==> config.mk <==
export PLATFORM = sky130hd
export DESIGN_NAME = adc_average_vref_scaler_core
export DESIGN_NICKNAME = d
export VERILOG_FILES = /design/src/design/aavs_pkg.sv /design/src/design/aavs_lane.sv /design/src/design/aavs_merge.sv /design/src/design/adc_average_vref_scaler_core.sv
export SDC_FILE = /design/constraint.sdc
export NUM_CORES = 2
export LEC_CHECK = 0
export BUFFER_PORTS_ARGS = -buffer_cell sky130_fd_sc_hd__buf_2
export CAP_MARGIN = 20
export CORE_ASPECT_RATIO = 0.8
export CORE_MARGIN = 4
export CORE_UTILIZATION = 30
export DETAILED_ROUTE_END_ITERATION = 10
export GPL_TIMING_DRIVEN = 0
export HOLD_SLACK_MARGIN = 0.05
export PLACE_DENSITY = 0.56
export SLEW_MARGIN = 15
export SYNTH_ARGS = -nofsm -noshare
export SYNTH_HDL_FRONTEND = slang
export SYNTH_HIERARCHICAL = 1
export SYNTH_SLANG_ARGS = --single-unit
==> constraint.sdc <==
create_clock -name clock -period 24.6 [get_ports clock]
set_input_delay 4.92 -clock clock [delete_from_list [all_inputs] [get_ports clock]]
set_output_delay 4.92 -clock clock [all_outputs]
set_load 0.02 [all_outputs]
==> src/design/aavs_pkg.sv <==
// Package for the ADC average and reference scaler.
// Holds widths, constants, controller state codes and the lane status type.
// No dependencies.
`timescale 1ns / 1ps

package aavs_pkg;

   localparam int SAMPLE_BITS  = 12;
   localparam int MAX_AVERAGE  = 1024;
   localparam int NUM_LANES    = 5;
   localparam int SUM_W        = 22;
   localparam int CNT_W        = 11;
   localparam int DIV_W        = 28;
   localparam int DVSR_W       = 12;
   localparam int STEP_W       = 5;
   localparam int OUT_W        = 16;
   localparam int TEMP_W       = 12;

   // lane order follows the input item
   localparam int LANE_Y    = 0;
   localparam int LANE_X    = 1;
   localparam int LANE_BAT  = 2;
   localparam int LANE_TEMP = 3;
   localparam int LANE_REF  = 4;

   // register indexes
   localparam logic [1:0] REG_AVERAGE_COUNT = 2'd0;
   localparam logic [1:0] REG_REFERENCE_MV  = 2'd1;
   localparam logic [1:0] REG_BATTERY_SCALE = 2'd2;

   localparam logic [10:0] RESET_AVERAGE = 11'd100;
   localparam logic [10:0] RESET_REF_MV  = 11'd1210;
   localparam logic [11:0] RESET_BAT_SC  = 12'd1853;

   localparam logic [11:0] FULL_SCALE    = 12'd4095;
   localparam logic [DIV_W-1:0] TEMP_OFFSET = 28'd7600;
   localparam logic [OUT_W-1:0] MV_MAX   = 16'hFFFF;

   // divide by the slope of 25 as a multiply by ceil(2^21 / 25) and a shift;
   // exact for magnitudes below 2^16
   localparam logic [16:0] TEMP_RECIP    = 17'd83887;
   localparam int          TEMP_RECIP_SH = 21;
   // largest magnitude that does not exceed the upper temperature clamp
   localparam logic [DIV_W-1:0] TEMP_SAT_MAG = 28'd50574;

   typedef enum logic [3:0] {
      ST_IDLE  = 4'b0001,
      ST_AVG   = 4'b0010,
      ST_SCALE = 4'b0100,
      ST_DONE  = 4'b1000
   } state_type;

   typedef struct packed {
      logic             busy;
      logic [DIV_W-1:0] quotient;
   } lane_stat_type;

endpackage

==> src/design/aavs_lane.sv <==
// One lane: a restoring divider that produces one quotient bit a cycle.
// Depends on aavs_pkg.
`timescale 1ns / 1ps

module aavs_lane (
   input  logic                          clock,
   input  logic                          reset,
   input  logic                          start,
   input  logic [aavs_pkg::DIV_W-1:0]    numerator,
   input  logic [aavs_pkg::DVSR_W-1:0]   divisor,
   output aavs_pkg::lane_stat_type       stat
);
   import aavs_pkg::*;

   logic                busy_ff, busy_in;
   logic [STEP_W-1:0]   step_ff, step_in;
   logic [DIV_W-1:0]    quo_ff, quo_in;
   logic [DVSR_W-1:0]   rem_ff, rem_in;
   logic [DVSR_W-1:0]   dvsr_ff, dvsr_in;
   logic [DVSR_W:0]     trial;
   logic                fits;

   // shift in the next numerator bit and try a subtract
   assign trial = {rem_ff, quo_ff[DIV_W-1]};
   assign fits  = trial >= {1'b0, dvsr_ff};

   always_comb begin
      busy_in = busy_ff;
      step_in = step_ff;
      quo_in  = quo_ff;
      rem_in  = rem_ff;
      dvsr_in = dvsr_ff;
      if (start) begin
         busy_in = 1'b1;
         step_in = '0;
         quo_in  = numerator;
         rem_in  = '0;
         dvsr_in = divisor;
      end else if (busy_ff) begin
         quo_in  = {quo_ff[DIV_W-2:0], fits};
         rem_in  = fits ? DVSR_W'(trial - {1'b0, dvsr_ff}) : trial[DVSR_W-1:0];
         step_in = step_ff + 1'b1;
         if (step_ff == STEP_W'(DIV_W - 1)) begin
            busy_in = 1'b0;
         end
      end
   end

   always_ff @(posedge clock) begin
      if (reset) begin
         busy_ff <= 1'b0;
      end else begin
         busy_ff <= busy_in;
      end
      step_ff <= step_in;
      quo_ff  <= quo_in;
      rem_ff  <= rem_in;
      dvsr_ff <= dvsr_in;
   end

   assign stat.busy     = busy_ff;
   assign stat.quotient = quo_ff;

endmodule

==> src/design/aavs_merge.sv <==
// Merging stage: saturates the lane quotients, forms the temperature and
// holds the result item until taken. Depends on aavs_pkg.
`timescale 1ns / 1ps

module aavs_merge (
   input  logic                          clock,
   input  logic                          reset,
   input  logic                          load,
   input  logic                          fault,
   input  logic                          temp_neg,
   input  logic [aavs_pkg::DIV_W-1:0]    temp_mag,
   input  aavs_pkg::lane_stat_type       lanes [aavs_pkg::NUM_LANES],
   output logic                          free,
   output logic                          rsp_valid,
   input  logic                          rsp_ready,
   output logic [15:0]                   rsp_joystick_x_mv,
   output logic [15:0]                   rsp_joystick_y_mv,
   output logic [15:0]                   rsp_battery_mv,
   output logic [15:0]                   rsp_supply_mv,
   output logic signed [11:0]            rsp_temperature_c,
   output logic                          rsp_reference_fault
);
   import aavs_pkg::*;

   logic                     valid_ff, valid_in;
   logic [OUT_W-1:0]         x_ff, y_ff, bat_ff, sup_ff;
   logic signed [TEMP_W-1:0] temp_ff, temp_c;
   logic                     fault_ff;
   logic [OUT_W-1:0]         mag16;
   logic [32:0]              prod;
   logic [TEMP_W-1:0]        deg;
   logic                     above;

   function automatic logic [OUT_W-1:0] sat_mv(input logic [DIV_W-1:0] v);
      return (v > DIV_W'(MV_MAX)) ? MV_MAX : v[OUT_W-1:0];
   endfunction

   // degrees away from the base point by reciprocal multiply
   assign above = temp_mag > TEMP_SAT_MAG;
   assign mag16 = temp_mag[OUT_W-1:0];
   assign prod  = 33'(mag16) * 33'(TEMP_RECIP);
   assign deg   = prod[TEMP_RECIP_SH +: TEMP_W];

   // clamp the temperature at both ends
   always_comb begin
      if (!temp_neg) begin
         temp_c = above ? 12'sd2047 : $signed(12'd25 + deg);
      end else begin
         temp_c = (deg > 12'd304) ? -12'sd279 : $signed(12'd25 - deg);
      end
   end

   assign free     = !valid_ff || rsp_ready;
   assign valid_in = load ? 1'b1 : (rsp_ready ? 1'b0 : valid_ff);

   always_ff @(posedge clock) begin
      if (reset) begin
         valid_ff <= 1'b0;
      end else begin
         valid_ff <= valid_in;
      end
      if (load) begin
         fault_ff <= fault;
         x_ff     <= fault ? '0 : sat_mv(lanes[LANE_X].quotient);
         y_ff     <= fault ? '0 : sat_mv(lanes[LANE_Y].quotient);
         bat_ff   <= fault ? '0 : sat_mv(lanes[LANE_BAT].quotient);
         sup_ff   <= fault ? '0 : sat_mv(lanes[LANE_REF].quotient);
         temp_ff  <= fault ? '0 : temp_c;
      end
   end

   assign rsp_valid           = valid_ff;
   assign rsp_joystick_x_mv   = x_ff;
   assign rsp_joystick_y_mv   = y_ff;
   assign rsp_battery_mv      = bat_ff;
   assign rsp_supply_mv       = sup_ff;
   assign rsp_temperature_c   = temp_ff;
   assign rsp_reference_fault = fault_ff;

endmodule

==> src/design/adc_average_vref_scaler_core.sv <==
// ADC scan averager with internal-reference ratiometric scaling.
// Each req item is one five-channel 12-bit scan; every scan is added into
// per-channel sums. The scan that completes an average (average_count scans,
// 0 acting as 1, capped at 1024) yields one rsp item; other scans yield none.
// Accepting a scan that does not complete an average keeps req_ready high.
// A completing scan starts five divider lanes that run 28 steps for the
// averages and 28 more for the reference scaling; the temperature slope
// is applied by a reciprocal multiply as the result forms. Once the output
// register is free, the result is loaded into it after the averaging pass,
// the scaling pass and the temperature distance register (after the
// averaging pass alone for a zero reference); req_ready is low meanwhile.
// A zero averaged reference skips the scaling and gives a fault item.
// If rsp is stalled, the block accepts scans until the next average
// completes, then waits for the output register to empty.
// Reset clears the sums and the scan count, empties the output register, and sets
// the registers to 100 scans, 1210 mV and battery scale 1853.
// csr writes take effect at once; write only while no item is in flight.
`timescale 1ns / 1ps

module adc_average_vref_scaler_core (
   input  logic                clock,
   input  logic                reset,
   input  logic                csr_wr_en,
   input  logic [1:0]          csr_index,
   input  logic [11:0]         csr_wdata,
   input  logic                req_valid,
   output logic                req_ready,
   input  logic [11:0]         req_joystick_y_raw,
   input  logic [11:0]         req_joystick_x_raw,
   input  logic [11:0]         req_battery_raw,
   input  logic [11:0]         req_temperature_raw,
   input  logic [11:0]         req_reference_raw,
   output logic                rsp_valid,
   input  logic                rsp_ready,
   output logic [15:0]         rsp_joystick_x_mv,
   output logic [15:0]         rsp_joystick_y_mv,
   output logic [15:0]         rsp_battery_mv,
   output logic [15:0]         rsp_supply_mv,
   output logic signed [11:0]  rsp_temperature_c,
   output logic                rsp_reference_fault
);
   import aavs_pkg::*;

   state_type         state_ff, state_in;
   logic [10:0]       avg_cnt_ff;
   logic [10:0]       ref_mv_ff;
   logic [11:0]       bat_sc_ff;
   logic [SUM_W-1:0]  sum_ff [NUM_LANES];
   logic [SUM_W-1:0]  sum_in [NUM_LANES];
   logic [CNT_W-1:0]  count_ff, count_in, count_next, target;
   logic [SAMPLE_BITS-1:0] sample [NUM_LANES];
   logic              fault_ff, fault_in;
   logic              neg_ff, neg_in;
   logic [DIV_W-1:0]  mag_ff, mag_in;
   logic              accept, complete, load, free;
   logic [NUM_LANES-1:0] start;
   logic [DIV_W-1:0]  num [NUM_LANES];
   logic [DVSR_W-1:0] dvsr [NUM_LANES];
   lane_stat_type     stat [NUM_LANES];
   logic [SAMPLE_BITS-1:0] q [NUM_LANES];
   logic [14:0]       ref_x10;
   logic [DIV_W-1:0]  t10;

   assign sample[LANE_Y]    = req_joystick_y_raw;
   assign sample[LANE_X]    = req_joystick_x_raw;
   assign sample[LANE_BAT]  = req_battery_raw;
   assign sample[LANE_TEMP] = req_temperature_raw;
   assign sample[LANE_REF]  = req_reference_raw;

   assign req_ready = (state_ff == ST_IDLE);
   assign accept    = req_valid && req_ready;

   // clamp the average length
   always_comb begin
      if (avg_cnt_ff == '0) begin
         target = CNT_W'(1);
      end else if (avg_cnt_ff > CNT_W'(MAX_AVERAGE)) begin
         target = CNT_W'(MAX_AVERAGE);
      end else begin
         target = avg_cnt_ff;
      end
   end
   assign count_next = count_ff + 1'b1;
   assign complete   = count_next >= target;

   // averaged values, reduced to sample width
   always_comb begin
      for (int i = 0; i < NUM_LANES; i++) begin
         q[i] = stat[i].quotient[SAMPLE_BITS-1:0];
      end
   end
   assign ref_x10 = {1'b0, ref_mv_ff, 3'b000} + {3'b000, ref_mv_ff, 1'b0};
   assign t10     = stat[LANE_TEMP].quotient;

   // sequence the lanes through averaging and scaling
   always_comb begin
      state_in = state_ff;
      count_in = count_ff;
      fault_in = fault_ff;
      neg_in   = neg_ff;
      mag_in   = mag_ff;
      load     = 1'b0;
      start    = '0;
      for (int i = 0; i < NUM_LANES; i++) begin
         sum_in[i] = sum_ff[i];
         num[i]    = DIV_W'(sum_ff[i] + SUM_W'(sample[i]));
         dvsr[i]   = DVSR_W'(count_next);
      end
      case (state_ff)
         ST_IDLE: begin
            if (accept) begin
               if (complete) begin
                  start    = '1;
                  count_in = '0;
                  for (int i = 0; i < NUM_LANES; i++) begin
                     sum_in[i] = '0;
                  end
                  state_in = ST_AVG;
               end else begin
                  count_in = count_next;
                  for (int i = 0; i < NUM_LANES; i++) begin
                     sum_in[i] = sum_ff[i] + SUM_W'(sample[i]);
                  end
               end
            end
         end
         ST_AVG: begin
            num[LANE_Y]    = DIV_W'(q[LANE_Y] * ref_mv_ff);
            num[LANE_X]    = DIV_W'(q[LANE_X] * ref_mv_ff);
            num[LANE_BAT]  = DIV_W'(q[LANE_BAT] * bat_sc_ff);
            num[LANE_TEMP] = DIV_W'(q[LANE_TEMP] * ref_x10);
            num[LANE_REF]  = DIV_W'(FULL_SCALE * ref_mv_ff);
            for (int i = 0; i < NUM_LANES; i++) begin
               dvsr[i] = q[LANE_REF];
            end
            if (!stat[LANE_REF].busy) begin
               if (q[LANE_REF] == '0) begin
                  fault_in = 1'b1;
                  state_in = ST_DONE;
               end else begin
                  fault_in = 1'b0;
                  start    = '1;
                  state_in = ST_SCALE;
               end
            end
         end
         ST_SCALE: begin
            // hold the distance from the temperature offset and its sign
            if (!stat[LANE_TEMP].busy) begin
               neg_in   = t10 < TEMP_OFFSET;
               mag_in   = (t10 < TEMP_OFFSET) ? TEMP_OFFSET - t10 : t10 - TEMP_OFFSET;
               state_in = ST_DONE;
            end
         end
         ST_DONE: begin
            if (free) begin
               load     = 1'b1;
               state_in = ST_IDLE;
            end
         end
         default: begin
            state_in = ST_IDLE;
         end
      endcase
   end

   // hold state, sums and registers
   always_ff @(posedge clock) begin
      if (reset) begin
         state_ff   <= ST_IDLE;
         count_ff   <= '0;
         avg_cnt_ff <= RESET_AVERAGE;
         ref_mv_ff  <= RESET_REF_MV;
         bat_sc_ff  <= RESET_BAT_SC;
         for (int i = 0; i < NUM_LANES; i++) begin
            sum_ff[i] <= '0;
         end
      end else begin
         state_ff <= state_in;
         count_ff <= count_in;
         for (int i = 0; i < NUM_LANES; i++) begin
            sum_ff[i] <= sum_in[i];
         end
         if (csr_wr_en) begin
            case (csr_index)
               REG_AVERAGE_COUNT: avg_cnt_ff <= csr_wdata[10:0];
               REG_REFERENCE_MV:  ref_mv_ff  <= csr_wdata[10:0];
               REG_BATTERY_SCALE: bat_sc_ff  <= csr_wdata;
               default: begin
               end
            endcase
         end
      end
      fault_ff <= fault_in;
      neg_ff   <= neg_in;
      mag_ff   <= mag_in;
   end

   // five divider lanes side by side
   for (genvar g = 0; g < NUM_LANES; g++) begin : g_lane
      aavs_lane u_lane (
         .clock     (clock),
         .reset     (reset),
         .start     (start[g]),
         .numerator (num[g]),
         .divisor   (dvsr[g]),
         .stat      (stat[g])
      );
   end

   aavs_merge u_merge (
      .clock               (clock),
      .reset               (reset),
      .load                (load),
      .fault               (fault_ff),
      .temp_neg            (neg_ff),
      .temp_mag            (mag_ff),
      .lanes               (stat),
      .free                (free),
      .rsp_valid           (rsp_valid),
      .rsp_ready           (rsp_ready),
      .rsp_joystick_x_mv   (rsp_joystick_x_mv),
      .rsp_joystick_y_mv   (rsp_joystick_y_mv),
      .rsp_battery_mv      (rsp_battery_mv),
      .rsp_supply_mv       (rsp_supply_mv),
      .rsp_temperature_c   (rsp_temperature_c),
      .rsp_reference_fault (rsp_reference_fault)
   );

endmodule

* Word-level counts from Yosys, hierarchy flattened
Memories as Yosys holds them, arrays and structs flattened.
Index checks and enable logic that the tools add are counted.
** Storage, ports and cells
- Register bits after elaboration :: 447
- Bits in writable memories :: 110
- Bits of input ports :: 79
- Output and inout bits :: 79
- Word-level logic and storage cells :: 205
- Memories :: 1
** Operators by class
- Add/sub/neg operators :: 26
- $mul :: 6
- Order comparisons :: 14
- Equal/unequal tests :: 16
- Muxes and demuxes :: 71
- Bitwise logic cells :: 7
- Reductions and logical operators :: 19
** Memory list
- sum_ff :: words 5, bits a word 22, read ports 5, clocked after Yosys merged registers in 0, write ports 5, line adc_average_vref_scaler_core.sv:48 : logic [SUM_W-1:0] sum_ff [NUM_LANES];
** Operator list (number)
- two-way mux 110 bit :: 3
- two-way mux 28 bit :: 11
- > comparator 28 x 16 -> 1 bit, second input constant :: 5
- two-way mux 135 bit :: 1
- adder 22 x 12 -> 23 bit :: 5
- adder 22 x 12 -> 22 bit :: 5
- two-way mux 22 bit :: 5
- two-way mux 12 bit :: 8
- >= comparator 13 x 12 -> 1 bit :: 5
- two-way mux 16 bit :: 4
- subtractor 12 bit :: 5
- two-way mux 59 bit :: 1
- multiplier 12 x 11 -> 23 bit :: 2
- multiplier 16 x 17 -> 33 bit, second input constant :: 1
- two-way mux 11 bit :: 3
- < comparator 28 x 13 -> 1 bit, second input constant :: 1
- subtractor 13 x 28 -> 28 bit, first input constant :: 1
- subtractor 28 x 13 -> 28 bit, second input constant :: 1
- multiplier 12 x 15 -> 27 bit :: 1
- adder 5 x 1 -> 5 bit, second input constant :: 5
- equality test 5 bit, second input constant :: 5
- multiplier 12 x 12 -> 24 bit :: 1
- two-way mux 4 bit :: 6
- multiplier 12 x 11 -> 23 bit, first input constant :: 1
- 30 further kinds :: 73

* Logic depth before layout (Yosys ltp)
- Depth in word-level cells :: 8
- Depth in mapped cells :: 32
- Depth with buffers taken out :: 30

* Hierarchy
The synthesis kept the hierarchy.
** Modules (own cells, without submodules)
- adc_average_vref_scaler_core :: times used 1, cells an instance 4149, area an instance 33819.9 sq um
- aavs_lane :: times used 5, cells an instance 249, area an instance 2921.6 sq um
- aavs_merge :: times used 1, cells an instance 913, area an instance 9037.4 sq um

* Worst setup path before layout
No wires, ideal clock.
- Kind :: input to register
- From :: input rsp_ready
- To :: register u_merge.bat_ff[0], in the netlist u_merge/rsp_battery_mv[0], enable pin
- Arrival time :: 12.440 ns
- Data required time :: 23.895 ns
- Slack :: 11.455 ns
- Stages on the path :: 3
- Buffers on the path :: 0
- Cells stage by stage :: nand2b_1 -> nand2_1 -> nor4_1
** Between the ends
- Longest elaborated chain between the ends :: 3
** RTL lines
- start, declared :: line adc_average_vref_scaler_core.sv:34 : input logic rsp_ready,
- logical OR 1 bit :: line aavs_merge.sv:53 : assign free = !valid_ff || rsp_ready;
- two-way mux 1 bit :: line adc_average_vref_scaler_core.sv:156 : if (free) begin
- two-way mux 1 bit :: line adc_average_vref_scaler_core.sv:109 : case (state_ff)
- net load :: line adc_average_vref_scaler_core.sv:55 : logic accept, complete, load, free;
- end signal, assigned :: line aavs_merge.sv:66 : bat_ff <= fault ? '0 : sat_mv(lanes[LANE_BAT].quotient);
- end, declared :: line aavs_merge.sv:26 : logic [OUT_W-1:0] x_ff, y_ff, bat_ff, sup_ff;
The timed path passes the listed nets, and every way through them passes these cells.
A chain may end at the register's enable or synchronous reset.

==> impl_metrics.csv <==
group,metric,value,unit
routing,ant_nets,0,
routing,wl,188000,um
placement,portBuffers,157,
sta,finClkSkew,28.0,ps
placement,dpl_cell_area,0.0618,mm^2
clock_network,clk_latency,680,ps
grt,grt_pass1_wl,285000,um
logic_synthesis,postSynthCellCount,6304,
clock_network,cts_made_buffers,67,
clock_network,clock_path_buffers,3,
sta,fmax,108,MHz
grt,grt-ovfl-total,0,
min_path,hp-class,"reg2reg",
clock_network,cts-htree-levels,3,
clock_network,postCtsHoldBufs,0,
layout,fin_area,0.0641,mm^2
sta,fin_crit,9220,ps
run_status,status,"complete, no violations",
routing,routedWlPerCell,20.4,um
layout,area_growth,11.7,%
clock_network,cts_sinks,557,
sta,finalSetupViolations,0,
sta,tns,0,ps
pwr,ir_drop,99.1,uV
critical_path,reg2reg_depth,26,
grt,grt_max_degree,54,
critical_path,critPathArrivalTime,9630,ps
logic_synthesis,synth-warning-count,6,
critical_path,path_max_fanout,12,
critical_path,crit_path_end_kind,"flip-flop",
grt,grt_pass1_vias,46200,
layout,nets,7803,
routing,drcViolationCount,0,
sta,drv_slew,0,
clock_network,tritoncts,"built",
placement,place_hpwl,149000,um
clock_network,post_cts_resized,0,
placement,gp_congestion,0.943,
sta,tightest_slew,1240,ps
floorplan,start_util,30.2,%
floorplan,io-pin-count,158,
clock_network,cts-root-buf,"clkbuf_16",
logic_synthesis,synth.avg_cell_area,9.11,um^2
sta,rsz0062_at_grt,"false",
layout,drive_above_1_share,8.05,%
sta,period_share,37.5,%
floorplan,die_w,497,um
clock_network,path_clk_slew,60,ps
routing,drt_iter0_drc,4017,
clock_network,cts_setup_buffers,0,
sta,hold_ws,459,ps
routing,vias,46600,
layout,final_cell_mix,"808 x inv_1, 794 x nand2_1, 593 x ha_1, 555 x fa_1, 457 x nor2_1",
critical_path,cp.required,25010,ps
run,max_cap_violations,0,
placement,dp_cells,9041,
floorplan,die_area,0.199,mm^2
pwr,powerDensity,72.7,mW/mm^2
layout,final_common_cell,"inv_1",
sta,finalHoldViolCount,0,
floorplan,dieHeight,399,um
floorplan,rows,143,
sta,max_slew_margin,17.2,%
layout,stdcell_count,9183,
min_path,min_path_cells,2,
logic_synthesis,syn_area,0.0574,mm^2
grt,grt_usage,18.7,%
routing,vias_per_cell,5.07,
grt,antenna_found_initial,26,
critical_path,crit_type,"reg2reg",
pwr,p_leak,0.0286,uW
floorplan,core_area,0.190,mm^2
critical_path,worstSetupStartpointType,"flip-flop",
routing,first_pass_iters,5,
[power breakdown]
group | leakage (uW) | switching, uW | internal (uW)
Clock | 0.00110 | 444 | 616
Combinational | 0.0228 | 1470 | 1070
Sequential | 0.00479 | 44.5 | 1020
[flip-flops by register name, indices dropped and copies added (netlist names), 4 cells and up]
name                       flops
u_merge/rsp_battery_mv        16
g_lane.u_lane/busy_ff          5
avg_cnt_ff                    11
u_merge/rsp_temperature_c     12
g_lane.u_lane/dvsr_ff         60
u_merge/rsp_joystick_x_mv     16
sum_ff                       110
u_merge/rsp_joystick_y_mv     16
count_ff                      11
ref_mv_ff                     11
state_ff                       4
g_lane.u_lane/quo_ff         140
u_merge/rsp_supply_mv         16
bat_sc_ff                     12
g_lane.u_lane/rem_ff          60
g_lane.u_lane/step_ff         25
mag_ff                        28
[final timing paths]
kind                            slack [ps]                           to     startpoint
worst max register to register       15380  g_lane[3].u_lane/quo_ff[26]   ref_mv_ff[2]
worst max-delay path                 15380  g_lane[3].u_lane/quo_ff[26]   ref_mv_ff[2]
worst min-delay path                   460                sum_ff[0][55]  sum_ff[0][55]
worst min register to register         460                sum_ff[0][55]  sum_ff[0][55]
[critical path, stage by stage (launching register included)]
cell and delay (ps):
dfxtp_1 1070, ha_1 350, a21o_1 130, a21oi_1 90, o21bai_1 130, a21oi_1 110, o21ai_0 430, xor2_1 430
clkbuf_1 460, nand2_1 130, fa_1 470, fa_1 510, inv_1 50, fa_1 470, fa_1 540, inv_1 50
fa_1 530, inv_1 70, ha_1 260, or2_2 320, o31ai_2 380, o21ai_1 230, or4b_2 710, a311oi_1 300
xnor2_1 200, nor2_1 180, mux2_2 370
[area by class of cell]
class | count | area, um^2
buffer | 266 | 1040
tap | 2537 | 3170
clock inverter | 34 | 440
multi-input combinational | 4690 | 39300
fill | 19600 | 126000
sequential | 557 | 14200
antenna | 15 | 37.5
inverter | 810 | 3050
timing repair buffer | 184 | 1090
clock buffer | 90 | 1840
[through the flow]
step	setup WS, ps	util, %	power, uW
after global routing	14950	33.7	5060
after detailed placement	15390	32.5	3590
after floorplan	11460	-	3020
after CTS	15520	33.7	4680
final	15380	33.7	4660
after global placement	4100	32.3	3560
[routing by layer]
layer | track usage [%] | part of all wire, % | vias up | routed length [um]
met1 | 26.0 | 45 | 23100 | 85000
met2 | 29.1 | 44 | 1541 | 82600
met4 | 5.92 | 3.0 | 0 | 5580
met3 | 3.69 | 7.7 | 274 | 14500
met5 | 0 | 0 | - | 0
li1 | - | - | 21700 | -
Note: power is estimated with default switching activity, not from simulation.
